File: config.mk
export PLATFORM = sky130hd
export DESIGN_NAME = qre_queue
export DESIGN_NICKNAME = d
export VERILOG_FILES = /design/src/hw/rtl/quadratic_regression_evaluator_top_macros.svh /design/src/hw/rtl/qre_pkg.sv /design/src/hw/rtl/qre_queue.sv
export SDC_FILE = /design/constraint.sdc
export NUM_CORES = 1
export LEC_CHECK = 0
export ABC_AREA = 1
export BUFFER_PORTS_ARGS = -buffer_cell sky130_fd_sc_hd__buf_2
export CAP_MARGIN = 15
export CORE_MARGIN = 2
export CORE_UTILIZATION = 47
export DETAILED_ROUTE_END_ITERATION = 12
export PLACE_DENSITY = 0.65
export SYNTH_ARGS = -nofsm -noshare
export SYNTH_HDL_FRONTEND = slang
export SYNTH_SLANG_ARGS = --single-unit
File: constraint.sdc
create_clock -name i_clk -period 3.35 [get_ports i_clk]
set_input_delay 0.1675 -clock i_clk [delete_from_list [all_inputs] [get_ports i_clk]]
set_output_delay 0.1675 -clock i_clk [all_outputs]
set_load 0.005 [all_outputs]
File: src/hw/rtl/quadratic_regression_evaluator_top_macros.svh
// ----------------------------------------------------------------------------
// Assertion macros
// Shared concurrent assertion forms for the regression evaluator.
// ----------------------------------------------------------------------------
`ifndef QUADRATIC_REGRESSION_EVALUATOR_TOP_MACROS_SVH
`define QUADRATIC_REGRESSION_EVALUATOR_TOP_MACROS_SVH

// Same-cycle implication, off while reset is asserted
`define QRE_ASSERT(lbl, clk, rstn, ante, cons, msg) \
    lbl: assert property (@(posedge clk) disable iff (!rstn) (ante) |-> (cons)) \
        else $error(msg);

// Next-cycle implication, off while reset is asserted
`define QRE_ASSERT_NEXT(lbl, clk, rstn, ante, cons, msg) \
    lbl: assert property (@(posedge clk) disable iff (!rstn) (ante) |=> (cons)) \
        else $error(msg);

`endif

File: src/hw/rtl/qre_pkg.sv
// ----------------------------------------------------------------------------
// qre_pkg
// Sizes, codes and shared types of the quadratic regression evaluator.
// ----------------------------------------------------------------------------
package qre_pkg;

    localparam int MAX_FEATURES = 16;
    localparam int COEFF_DEPTH  = 256;

    // Field widths
    localparam int SAMPLE_W  = 16;
    localparam int CIDX_W    = 8;
    localparam int CFG_W     = 5;
    localparam int MODE_W    = 2;
    localparam int CFG_IDX_W = 1;
    localparam int SCORE_W   = 40;

    // Datapath widths
    localparam int PROD_W = 2 * SAMPLE_W;
    localparam int MAC_W  = 3 * SAMPLE_W;
    localparam int ACC_W  = 56;
    localparam int RND_SH = 16;
    localparam int SAT_W  = ACC_W + 1 - RND_SH;

    // Derived sizes
    localparam int N_W       = $clog2(MAX_FEATURES + 1);
    localparam int K_W       = (MAX_FEATURES > 1) ? $clog2(MAX_FEATURES) : 1;
    localparam int MAX_TERMS = 2 * MAX_FEATURES + MAX_FEATURES * (MAX_FEATURES - 1) / 2 + 1;
    localparam int TERM_W    = $clog2(MAX_TERMS);
    localparam int CADDR_W   = $clog2(COEFF_DEPTH);
    localparam int CMP_A     = (TERM_W > CIDX_W) ? TERM_W : CIDX_W;
    localparam int CMP_W     = ((CMP_A > CADDR_W) ? CMP_A : CADDR_W) + 1;

    // Queue between front and back
    localparam int QDEPTH = 4;
    localparam int QPTR_W = $clog2(QDEPTH);

    // Scale factor for linear and bias terms (1.0 in Q8.8)
    localparam logic signed [SAMPLE_W-1:0] LIN_SCALE = 16'sd256;

    localparam logic [CFG_W-1:0] NCOUNT_RESET = CFG_W'(MAX_FEATURES);

    typedef enum logic [0:0] {
        OP_COEFF   = 1'b0,
        OP_FEATURE = 1'b1
    } t_op;

    typedef enum logic [MODE_W-1:0] {
        MODE_QUAD   = 2'd0,
        MODE_LIN    = 2'd1,
        MODE_NOBIAS = 2'd2
    } t_mode;

    typedef enum logic [CFG_IDX_W-1:0] {
        CFG_MODE   = 1'b0,
        CFG_NCOUNT = 1'b1
    } t_cfg_reg;

    typedef enum logic [1:0] {
        S_IDLE,
        S_TERMS,
        S_DRAIN,
        S_OUT
    } t_bstate;

    typedef enum logic [1:0] {
        T_SQ,
        T_PAIR,
        T_LIN,
        T_BIAS
    } t_term;

    // Decoded configuration seen by front and back
    typedef struct packed {
        logic           quad;
        logic           bias;
        logic [N_W-1:0] n;
    } t_cfg;

    // One classified beat in the queue
    typedef struct packed {
        t_op                 op;
        logic                last;
        logic [K_W-1:0]      k;
        logic [CIDX_W-1:0]   idx;
        logic [SAMPLE_W-1:0] value;
    } t_item;

endpackage

File: src/hw/rtl/qre_queue.sv
// ----------------------------------------------------------------------------
// qre_queue
// Short first-in first-out queue of classified beats between front and back.
// ----------------------------------------------------------------------------
module qre_queue (
    input  logic           i_clk,
    input  logic           i_rst_n,
    input  logic           i_push,
    input  qre_pkg::t_item i_item,
    output logic           o_full,
    input  logic           i_pop,
    output qre_pkg::t_item o_head,
    output logic           o_empty
);
    import qre_pkg::*;

    t_item             r_mem [QDEPTH];
    logic [QPTR_W-1:0] r_wr;
    logic [QPTR_W-1:0] r_rd;
    logic [QPTR_W:0]   r_cnt;
    logic              w_do_push;
    logic              w_do_pop;

    assign o_full    = (r_cnt == (QPTR_W + 1)'(QDEPTH));
    assign o_empty   = (r_cnt == '0);
    assign o_head    = r_mem[r_rd];
    assign w_do_push = i_push && !o_full;
    assign w_do_pop  = i_pop && !o_empty;

    // Hold the entries
    always_ff @(posedge i_clk) begin
        if (w_do_push) begin
            r_mem[r_wr] <= i_item;
        end
    end

    // Advance pointers and fill count
    always_ff @(posedge i_clk) begin
        if (!i_rst_n) begin
            r_wr  <= '0;
            r_rd  <= '0;
            r_cnt <= '0;
        end else begin
            if (w_do_push) begin
                r_wr <= r_wr + QPTR_W'(1);
            end
            if (w_do_pop) begin
                r_rd <= r_rd + QPTR_W'(1);
            end
            case ({w_do_push, w_do_pop})
                2'b10:   r_cnt <= r_cnt + (QPTR_W + 1)'(1);
                2'b01:   r_cnt <= r_cnt - (QPTR_W + 1)'(1);
                default: r_cnt <= r_cnt;
            endcase
        end
    end

endmodule

==> results.sh <==
export IMPL_ios=66
export IMPL_worstHoldStart="i_item[18]"
export IMPL_critPathKind="flip-flop to output pin"
export IMPL_seq_area_frac_synth_pct=75.51
export IMPL_cp_slowest_cell="inv_1"
export IMPL_syn_to_final_growth_pct=25.82
export IMPL_drv_cap=0
export IMPL_antenna_cells=0
export IMPL_max_stage_delay_ns=0.77
export IMPL_worstPathArrival_ns=2.36
export IMPL_critPathTopFamily="buffers and inverters"
export IMPL_dieArea_sq_um=11500
export IMPL_critical_path_max_fanout=31
export IMPL_path_clk_slew_ns=0.06
export IMPL_maxSlewViolCount=0
export IMPL_overflow=0
export IMPL_setup_tns_ns=0
export IMPL_syn_num_nets=401
export IMPL_clock_skew_ns=0.01092
export IMPL_peakVddDrop_uv=531.2
export IMPL_detail_route_antenna_nets=0
export IMPL_yosys_warnings=0
export IMPL_multi_input_area_sq_um=1010
export IMPL_slew_headroom_pct=32.77
export IMPL_worst_slew_pin_slew_ns=1.007
export IMPL_start_util_pct=48.54
export IMPL_drc=0
export IMPL_startpoint_type="flip-flop"
export IMPL_clock_root_buffer="clkbuf_8"
export IMPL_outcome="completed"
export IMPL_crit_chain="buf_4 -> inv_1 -> o21ai_1 -> o22ai_1 -> buf_2"
export IMPL_syn_area_sq_um=5011
export IMPL_drive_gt1_share_pct=22.62
export IMPL_drt_first_pass_iters=5
export IMPL_grt_max_degree=61
export IMPL_drt_iter0_drc=199
export IMPL_antenna_found_initial=0
export IMPL_max_freq_mhz=394.9
export IMPL_swShare_pct=27.17
export IMPL_combPwrFrac_pct=19.4
export IMPL_p_seq_share_pct=42.4
export IMPL_p_sw_mw=1.297
export IMPL_fp_dieW_microns=107.3
export IMPL_synth_seq_cells=129
export IMPL_synthDistinctLibCells=21
export IMPL_vias=3108
export IMPL_placed_cell_area_sq_um=5388
export IMPL_rows=37
export IMPL_grt_pass1_vias=3108
export IMPL_r2r_start="r_cnt[1]"
export IMPL_reg2reg_slack_ns=1.52
export IMPL_power_internal_mw=3.475
export IMPL_leakage_nw=2.301
export IMPL_num_nets_final=501
export IMPL_wl_per_cell_microns=15.87
export IMPL_cp_end_kind="output pin"
export IMPL_cts_max_level=4
export IMPL_critPathBufInv=3
export IMPL_final_area_sq_um=6305
export IMPL_cts_sinks=129
export IMPL_avgSynthCellArea_sq_um=13.88
export IMPL_hold_path_class="input port to flip-flop"
export IMPL_hold_violations=0
export IMPL_cts_tree="done"
export IMPL_place_congestion=0.7193
export IMPL_power_clock_fraction_pct=38.1
export IMPL_die_h_microns=107.3
export IMPL_cts_hold_buf=33
export IMPL_min_period_ns=2.532
export IMPL_grt_pass1_wl_mm=15.63
export IMPL_regArea_sq_um=3785
export IMPL_grt_total_usage_pct=18.30
export IMPL_nFillCells=793
export IMPL_clock_latency_ns=0.51
export IMPL_fin_hold_ws_ns=0.4055
export IMPL_rsz0062_at_grt="no"
export IMPL_numCtsBuffers=17
export IMPL_ctsLongestPathBuffers=2
export IMPL_final_setup_viol_count=0
export IMPL_port_buffers=65
export IMPL_cp_required_ns=3.18
export IMPL_hpwl_mm=5.178
export IMPL_wirelength_mm=9.663
export IMPL_fin_crit_sh_pct=75.59
export IMPL_cts_resized_gates=0
export IMPL_cts_post_setup_buffers_inserted=0
export IMPL_core_area_sq_um=10320
export IMPL_synthCells=361
export IMPL_power_density_nw_per_um2=756.9
export IMPL_vias_per_cell=5.103
flip-flops by register name, summed over array words and instances (netlist names), named ones only:
register / flops
r_mem: 120
r_cnt: 3
r_rd: 2
r_wr: 2
worst paths after layout:
check / endpoint / cells after the start
setup / recovery: o_head[11] / 5
setup reg to reg: r_mem[3][10] / 4
hold / removal: r_mem[0][18] / 2
hold reg to reg: r_rd[1] / 2
cell families (layout without fill, tap and decap cells):
group,Yosys count,in the layout,synth area share (%)
buffers and inverters,39,151,4.944
adder cells (fa/ha/maj),6,6,1.648
AND/OR/NAND/NOR,90,90,7.465
flip-flops,129,129,75.51
AO/OA/AOI/OAI,97,97,10.44
power by group through the flow:
stage          logic [mW]  clock network [mW]  registers [mW]
2_1_floorplan       0.671                   0            2.00
3_3_place_gp        0.893                   0            2.06
3_5_place_dp        0.907                   0            2.06
4_1_cts             0.943                1.84            2.03
5_1_grt              1.06                1.91            2.04
6_report            0.927                1.82            2.02
cells in the final DEF (no fill, tap or decap):
master         netlist  routed
fa_1                 1       1
nand3_1              5       5
dfxtp_2              0       1
nor2_1              68      64
buf_2                6      65
o21ai_1             30      30
ha_1                 5       5
dlygate4sd3_1        0      33
o22ai_1             30      30
clkinv_1             0       3
dfxtp_1              9       8
clkbuf_16            0      16
inv_8                1       1
inv_1               18      18
clkbuf_1             0       1
clkinvlp_4           0       3
nand2_4              2       2
nor2_2               1       1
buf_4                3       2
nand2_1             11      11
nor2_4               1       5
bufinv_16            0       4
a21oi_1              5       5
inv_2                1       1
o21ai_0             32      32
edfxtp_1           120     120
clkinv_2             0       3
clkbuf_8             0       1
nand2_2              2       2
Yosys cell counts:
cell	count	area [sq um]
nor2_4	1	11.26
dfxtp_1	9	180.2
a21oi_1	5	25.02
nand2_4	2	22.52
nor2_2	1	6.260
o21ai_0	32	160.2
nand2_2	2	12.51
o22ai_1	30	187.7
edfxtp_1	120	3603
nand2_1	11	41.29
buf_4	3	22.52
o21ai_1	30	150.1
inv_8	1	11.26
nand3_1	5	25.02
ha_1	5	62.56
fa_1	1	20.02
inv_1	18	67.56
nor2_1	68	255.2
buf_2	6	30.03
buf_6	10	112.6
inv_2	1	3.750
metal layers:
metal  vias to the layer above  part of all wire (%)  global-route usage, %
met5                         -                     0                      0
met4                         0                   1.3                  8.720
met3                        11                   5.0                  3.814
met2                        86                    50                  29.75
met1                      1489                    44                  23.59
li1                       1522                     -                      -
per-stage QoR:
stage	utilization (%)	power, mW	instances	worst slack [ns]
global placement	52.19	2.948	545	1.387
global route	61.07	5.012	609	0.6462
detailed placement	52.19	2.965	545	1.296
finish	61.07	4.772	609	0.8179
floorplan	-	2.670	361	1.076
CTS	61.07	4.813	609	0.7433
final cells by class:
class                           instances  share of cell area [%]
Tap cell                              136                   2.699
Clock inverter                         13                   2.679
Inverter                               20                   1.310
Multi-Input combinational cell        193                   16.02
Timing Repair Buffer                  100                   10.64
Clock buffer                           18                   6.628
Sequential cell                       129                   60.03
Note: power is estimated with default switching activity, not from simulation.
