==> src/hw/rtl/quadratic_regression_evaluator_top_macros.svh <==
// ----------------------------------------------------------------------------
// Assertion macros
// Shared concurrent assertion forms for the regression evaluator.
// ----------------------------------------------------------------------------
`ifndef QUADRATIC_REGRESSION_EVALUATOR_TOP_MACROS_SVH
`define QUADRATIC_REGRESSION_EVALUATOR_TOP_MACROS_SVH

// Same-cycle implication, off while reset is asserted
`define QRE_ASSERT(lbl, clk, rstn, ante, cons, msg) \
    lbl: assert property (@(posedge clk) disable iff (!rstn) (ante) |-> (cons)) \
        else $error(msg);

// Next-cycle implication, off while reset is asserted
`define QRE_ASSERT_NEXT(lbl, clk, rstn, ante, cons, msg) \
    lbl: assert property (@(posedge clk) disable iff (!rstn) (ante) |=> (cons)) \
        else $error(msg);

`endif

==> src/hw/rtl/qre_pkg.sv <==
// ----------------------------------------------------------------------------
// qre_pkg
// Sizes, codes and shared types of the quadratic regression evaluator.
// ----------------------------------------------------------------------------
package qre_pkg;

    localparam int MAX_FEATURES = 16;
    localparam int COEFF_DEPTH  = 256;

    // Field widths
    localparam int SAMPLE_W  = 16;
    localparam int CIDX_W    = 8;
    localparam int CFG_W     = 5;
    localparam int MODE_W    = 2;
    localparam int CFG_IDX_W = 1;
    localparam int SCORE_W   = 40;

    // Datapath widths
    localparam int PROD_W = 2 * SAMPLE_W;
    localparam int MAC_W  = 3 * SAMPLE_W;
    localparam int ACC_W  = 56;
    localparam int RND_SH = 16;
    localparam int SAT_W  = ACC_W + 1 - RND_SH;

    // Derived sizes
    localparam int N_W       = $clog2(MAX_FEATURES + 1);
    localparam int K_W       = (MAX_FEATURES > 1) ? $clog2(MAX_FEATURES) : 1;
    localparam int MAX_TERMS = 2 * MAX_FEATURES + MAX_FEATURES * (MAX_FEATURES - 1) / 2 + 1;
    localparam int TERM_W    = $clog2(MAX_TERMS);
    localparam int CADDR_W   = $clog2(COEFF_DEPTH);
    localparam int CMP_A     = (TERM_W > CIDX_W) ? TERM_W : CIDX_W;
    localparam int CMP_W     = ((CMP_A > CADDR_W) ? CMP_A : CADDR_W) + 1;

    // Queue between front and back
    localparam int QDEPTH = 4;
    localparam int QPTR_W = $clog2(QDEPTH);

    // Scale factor for linear and bias terms (1.0 in Q8.8)
    localparam logic signed [SAMPLE_W-1:0] LIN_SCALE = 16'sd256;

    localparam logic [CFG_W-1:0] NCOUNT_RESET = CFG_W'(MAX_FEATURES);

    typedef enum logic [0:0] {
        OP_COEFF   = 1'b0,
        OP_FEATURE = 1'b1
    } t_op;

    typedef enum logic [MODE_W-1:0] {
        MODE_QUAD   = 2'd0,
        MODE_LIN    = 2'd1,
        MODE_NOBIAS = 2'd2
    } t_mode;

    typedef enum logic [CFG_IDX_W-1:0] {
        CFG_MODE   = 1'b0,
        CFG_NCOUNT = 1'b1
    } t_cfg_reg;

    typedef enum logic [1:0] {
        S_IDLE,
        S_TERMS,
        S_DRAIN,
        S_OUT
    } t_bstate;

    typedef enum logic [1:0] {
        T_SQ,
        T_PAIR,
        T_LIN,
        T_BIAS
    } t_term;

    // Decoded configuration seen by front and back
    typedef struct packed {
        logic           quad;
        logic           bias;
        logic [N_W-1:0] n;
    } t_cfg;

    // One classified beat in the queue
    typedef struct packed {
        t_op                 op;
        logic                last;
        logic [K_W-1:0]      k;
        logic [CIDX_W-1:0]   idx;
        logic [SAMPLE_W-1:0] value;
    } t_item;

endpackage

==> src/hw/rtl/qre_front.sv <==
// ----------------------------------------------------------------------------
// qre_front
// Accepts input beats, tracks the feature position within the vector and
// pushes classified beats into the queue.
// ----------------------------------------------------------------------------
module qre_front (
    input  logic          i_clk,
    input  logic          i_rst_n,
    input  qre_pkg::t_cfg i_cfg,
    input  logic          i_clr,
    input  logic          push,
    output logic          full,
    input  logic          i_op,
    input  logic [7:0]    i_coeff_index,
    input  logic [15:0]   i_coeff_value,
    input  logic [15:0]   i_feature,
    input  logic          i_q_full,
    output logic          o_q_push,
    output qre_pkg::t_item o_q_item
);
    import qre_pkg::*;

    logic [K_W-1:0] r_count;
    logic [K_W-1:0] n_count;
    logic [K_W-1:0] w_k;
    logic           w_last;
    logic           w_accept;
    t_op            w_op;

    // Wrap the position when it has run past the vector length
    assign w_k      = (N_W'(r_count) >= i_cfg.n) ? '0 : r_count;
    assign w_last   = (N_W'(w_k) + N_W'(1)) >= i_cfg.n;
    assign w_op     = t_op'(i_op);
    assign w_accept = push && !i_q_full;
    assign full     = i_q_full;

    // Build the queue beat
    always_comb begin
        o_q_push       = w_accept;
        o_q_item.op    = w_op;
        o_q_item.last  = w_last;
        o_q_item.k     = w_k;
        o_q_item.idx   = i_coeff_index;
        o_q_item.value = (w_op == OP_FEATURE) ? i_feature : i_coeff_value;
    end

    // Advance the feature position
    always_comb begin
        n_count = r_count;
        if (i_clr) begin
            n_count = '0;
        end else if (w_accept && w_op == OP_FEATURE) begin
            n_count = w_last ? '0 : w_k + K_W'(1);
        end
    end

    always_ff @(posedge i_clk) begin
        if (!i_rst_n) begin
            r_count <= '0;
        end else begin
            r_count <= n_count;
        end
    end

endmodule

==> config.mk <==
export PLATFORM = sky130hd
export DESIGN_NAME = qre_front
export DESIGN_NICKNAME = d
export VERILOG_FILES = /design/src/hw/rtl/quadratic_regression_evaluator_top_macros.svh /design/src/hw/rtl/qre_pkg.sv /design/src/hw/rtl/qre_front.sv
export SDC_FILE = /design/constraint.sdc
export NUM_CORES = 1
export LEC_CHECK = 0
export BUFFER_PORTS_ARGS = -buffer_cell sky130_fd_sc_hd__buf_2
export CAP_MARGIN = 20
export CORE_ASPECT_RATIO = 0.6
export CORE_UTILIZATION = 31
export CTS_CLUSTER_SIZE = 24
export DETAILED_ROUTE_END_ITERATION = 10
export PLACE_DENSITY = 0.84
export SYNTH_ARGS = -nofsm -noshare
export SYNTH_HDL_FRONTEND = slang
export SYNTH_SLANG_ARGS = --single-unit
export TNS_END_PERCENT = 5
==> constraint.sdc <==
create_clock -name i_clk -period 3.02 [get_ports i_clk]
set_input_delay 0.151 -clock i_clk [delete_from_list [all_inputs] [get_ports i_clk]]
set_output_delay 0.151 -clock i_clk [all_outputs]
set_load 0.05 [all_outputs]
==> flow_metrics.env <==
export IMPL_globalRoute_totalOverflow=0
export IMPL_holdPathStages=3
export IMPL_avgViaCountPerCell=4.867
export IMPL_power_share_clock=0.336
export IMPL_critPathMaxFanout=7
export IMPL_r2r_cells=12
export IMPL_die_area_um2=2789
export IMPL_max_cap_viol_count=0
export IMPL_grt_pass1_vias=846
export IMPL_gp_congestion=0.7460
export IMPL_hpwl_mm=2.088
export IMPL_reg_top3="r_count (4)"
export IMPL_power_per_cell_area_nw_per_um2=280.9
export IMPL_crit_chain="ha_1, nand2_1, o21ai_2, a31oi_4, buf_4, and2_2, and3_1, ha_1, a21o_1, a31o_4, a2111oi_4, o31a_1"
export IMPL_syn2layout_area_growth_pct=48.59
export IMPL_drive_gt1_frac=0.6755
export IMPL_hold_class="input port to register"
export IMPL_period_minus_slack_ns=2.894
export IMPL_diodes=0
export IMPL_cts_buffers=3
export IMPL_cts_root_buffer="clkbuf_8"
export IMPL_synth_main_ff_cell="dfxtp_1"
export IMPL_vdd_ir_drop_max_mv=0.1692
export IMPL_port_buffers=66
export IMPL_swShare=0.4108
export IMPL_synthTopCellsByArea="mux2_2, ha_1, buf_4, dfxtp_1, inv_1"
export IMPL_arrival_ns=3.05
export IMPL_yosysSeqAreaShare=0.1003
export IMPL_drc_errors=0
export IMPL_synth_most_common_cell="mux2_2"
export IMPL_synthCells=91
export IMPL_ys_types=30
export IMPL_setup_viol=0
export IMPL_ys_seq_elements=4
export IMPL_crit_required_ns=3.18
export IMPL_yosys_area_top_type_share=0.2257
export IMPL_start_kind="register"
export IMPL_clockBufferDepth=2
export IMPL_cp_common_cell="ha_1"
export IMPL_cts_max_level=1
export IMPL_io_pin_count=85
export IMPL_cts_hold_buf=0
export IMPL_clk_latency_ns=0.21
export IMPL_min_period_over_period=0.9582
export IMPL_start_util=0.3481
export IMPL_synth_nets=154
export IMPL_clock_skew_ns=0.001211
export IMPL_synth_edf_count=0
export IMPL_final_area_um2=1186
export IMPL_grt_max_degree=19
export IMPL_crit_path_top_delay_cell="ha_1"
export IMPL_grt_pass1_wl_mm=3.712
export IMPL_coreArea_um2=2293
export IMPL_p_int_uw=196.3
export IMPL_crit_type="register to register"
export IMPL_slew_headroom=0.7394
export IMPL_fp_dieW_um=67.51
export IMPL_combPwrFrac=0.503
export IMPL_hold_violations=0
export IMPL_power_frac_seq=0.161
export IMPL_fillCellCount=230
export IMPL_num_rows=13
export IMPL_avgSynthCellArea_um2=8.772
export IMPL_clk_pin_slew_ns=0.03
export IMPL_clock_sinks=4
export IMPL_placed_cells=178
export IMPL_leakage_uw=0.0006341
export IMPL_final_cells=181
export IMPL_synth_common_cells="mux2_2, buf_4, ha_1, inv_1, nand2_1"
export IMPL_regMostFlops="r_count"
export IMPL_power_uw=333.2
export IMPL_outcome="finished clean"
export IMPL_wirelength_mm=2.402
export IMPL_net_switching_power_uw=136.9
export IMPL_yosys_area_top_type="mux2_2"
export IMPL_placed_area_um2=1110
export IMPL_largest_reg_flops=4
export IMPL_vias=881
export IMPL_track_usage=0.1853
export IMPL_cts_tree="yes"
export IMPL_ant_nets=0
export IMPL_wire_per_inst_um=13.27
export IMPL_dr_first_iter_drc_count=42
export IMPL_die_h_um=41.31
export IMPL_first_pass_iters=4
export IMPL_tightest_slew_ns=0.3909
export IMPL_maxSlewViolCount=0
export IMPL_cp_end_kind="register"
export IMPL_yosysWarnings=0
export IMPL_fmax_ghz=0.3456
export IMPL_async_flop_share=0
export IMPL_nets=216
export IMPL_cp_slowest_stage_delay_ns=0.33
export IMPL_syn_area_um2=798.3
export IMPL_antenna_found_initial=0
-- critical path, delay by kind of cell, from the launching register on --
family	cells	cell delay (ns)
buffers and inverters	1	0.18
AND/OR/NAND/NOR	3	0.47
adder cells (fa/ha/maj)	2	0.65
AO/OA/AOI/OAI	6	1.23
flip-flops	1	0.32
-- metal layers --
metal | global-route usage | vias up | routed length (um) | share of wire
met2 | 0.3540 | 28 | 1182 | 0.49
met4 | 0 | 0 | 0 | 0
li1 | - | 429 | - | -
met1 | 0.2360 | 424 | 1099 | 0.46
met3 | 0.03261 | 0 | 120 | 0.050
met5 | 0 | - | 0 | 0
-- path summary, 6_finish.rpt --
path	to	slack (ns)	from
max reg2reg	r_count[2]$_SDFFE_PP0P_	0.13	r_count[2]$_SDFFE_PP0P_
min reg2reg	r_count[1]$_SDFFE_PP0P_	0.50	r_count[1]$_SDFFE_PP0P_
max	r_count[2]$_SDFFE_PP0P_	0.13	r_count[2]$_SDFFE_PP0P_
min	r_count[1]$_SDFFE_PP0P_	0.28	i_rst_n
-- metrics by stage --
| step | TNS [ns] | setup slack (ns) | hold slack [ns] | util |
|---|---|---|---|---|
| detailed placement | 0 | 0.05566 | 0.3023 | 0.4839 |
| global route | -0.01115 | -0.01115 | 0.2948 | 0.5172 |
| floorplan | 0 | 0.0005864 | 0.3480 | - |
| finish | 0 | 0.1262 | 0.2832 | 0.5172 |
| global placement | 0 | 0.1290 | 0.3023 | 0.4839 |
| CTS | 0 | 0.003959 | 0.2829 | 0.5019 |
-- logic make-up after synthesis --
group,share of synthesized area
mux,0.2257
fa+ha+maj,0.1567
compound gates,0.1865
xor+xnor,0.01097
simple gates,0.1615
flops,0.1003
buf+inv,0.1583
-- what timing repair did --
| action | in CTS | in global routing |
|---|---|---|
| resized for setup | 0 | 7 |
| setup endpoints to repair | 0 | 4 |
| buffers inserted | 0 | 0 |
-- power groups by stage --
stage | registers (uW) | clock network, uW | logic (uW)
after floorplan | 54.6 | 0 | 146
after global placement | 54.5 | 0 | 163
after detailed placement | 54.5 | 0 | 166
after CTS | 53.8 | 114 | 167
after global routing | 53.8 | 119 | 177
final | 53.8 | 112 | 168
-- placed cells by master, fill, tap and decap left out, types with 2 or more instances in the layout --
master,Yosys,routed
a21oi_1,4,3
a21oi_2,1,2
and2_1,5,2
and2_4,0,2
buf_2,2,65
buf_4,11,4
clkbuf_8,0,3
dfxtp_1,4,4
ha_1,10,9
inv_1,9,9
mux2_2,16,16
nand2_1,6,6
nor2b_1,3,3
o21ai_2,2,2
-- final cells by class --
| class | count | area (um2) | area share |
|---|---|---|---|
| Clock buffer | 3 | 41.29 | 0.03481 |
| Inverter | 9 | 33.78 | 0.02848 |
| Multi-Input combinational cell | 65 | 626.9 | 0.5285 |
| Sequential cell | 4 | 80.08 | 0.06751 |
| Tap cell | 30 | 37.54 | 0.03165 |
| Timing Repair Buffer | 70 | 366.6 | 0.3091 |
Power figures use the tool's default switching activity.
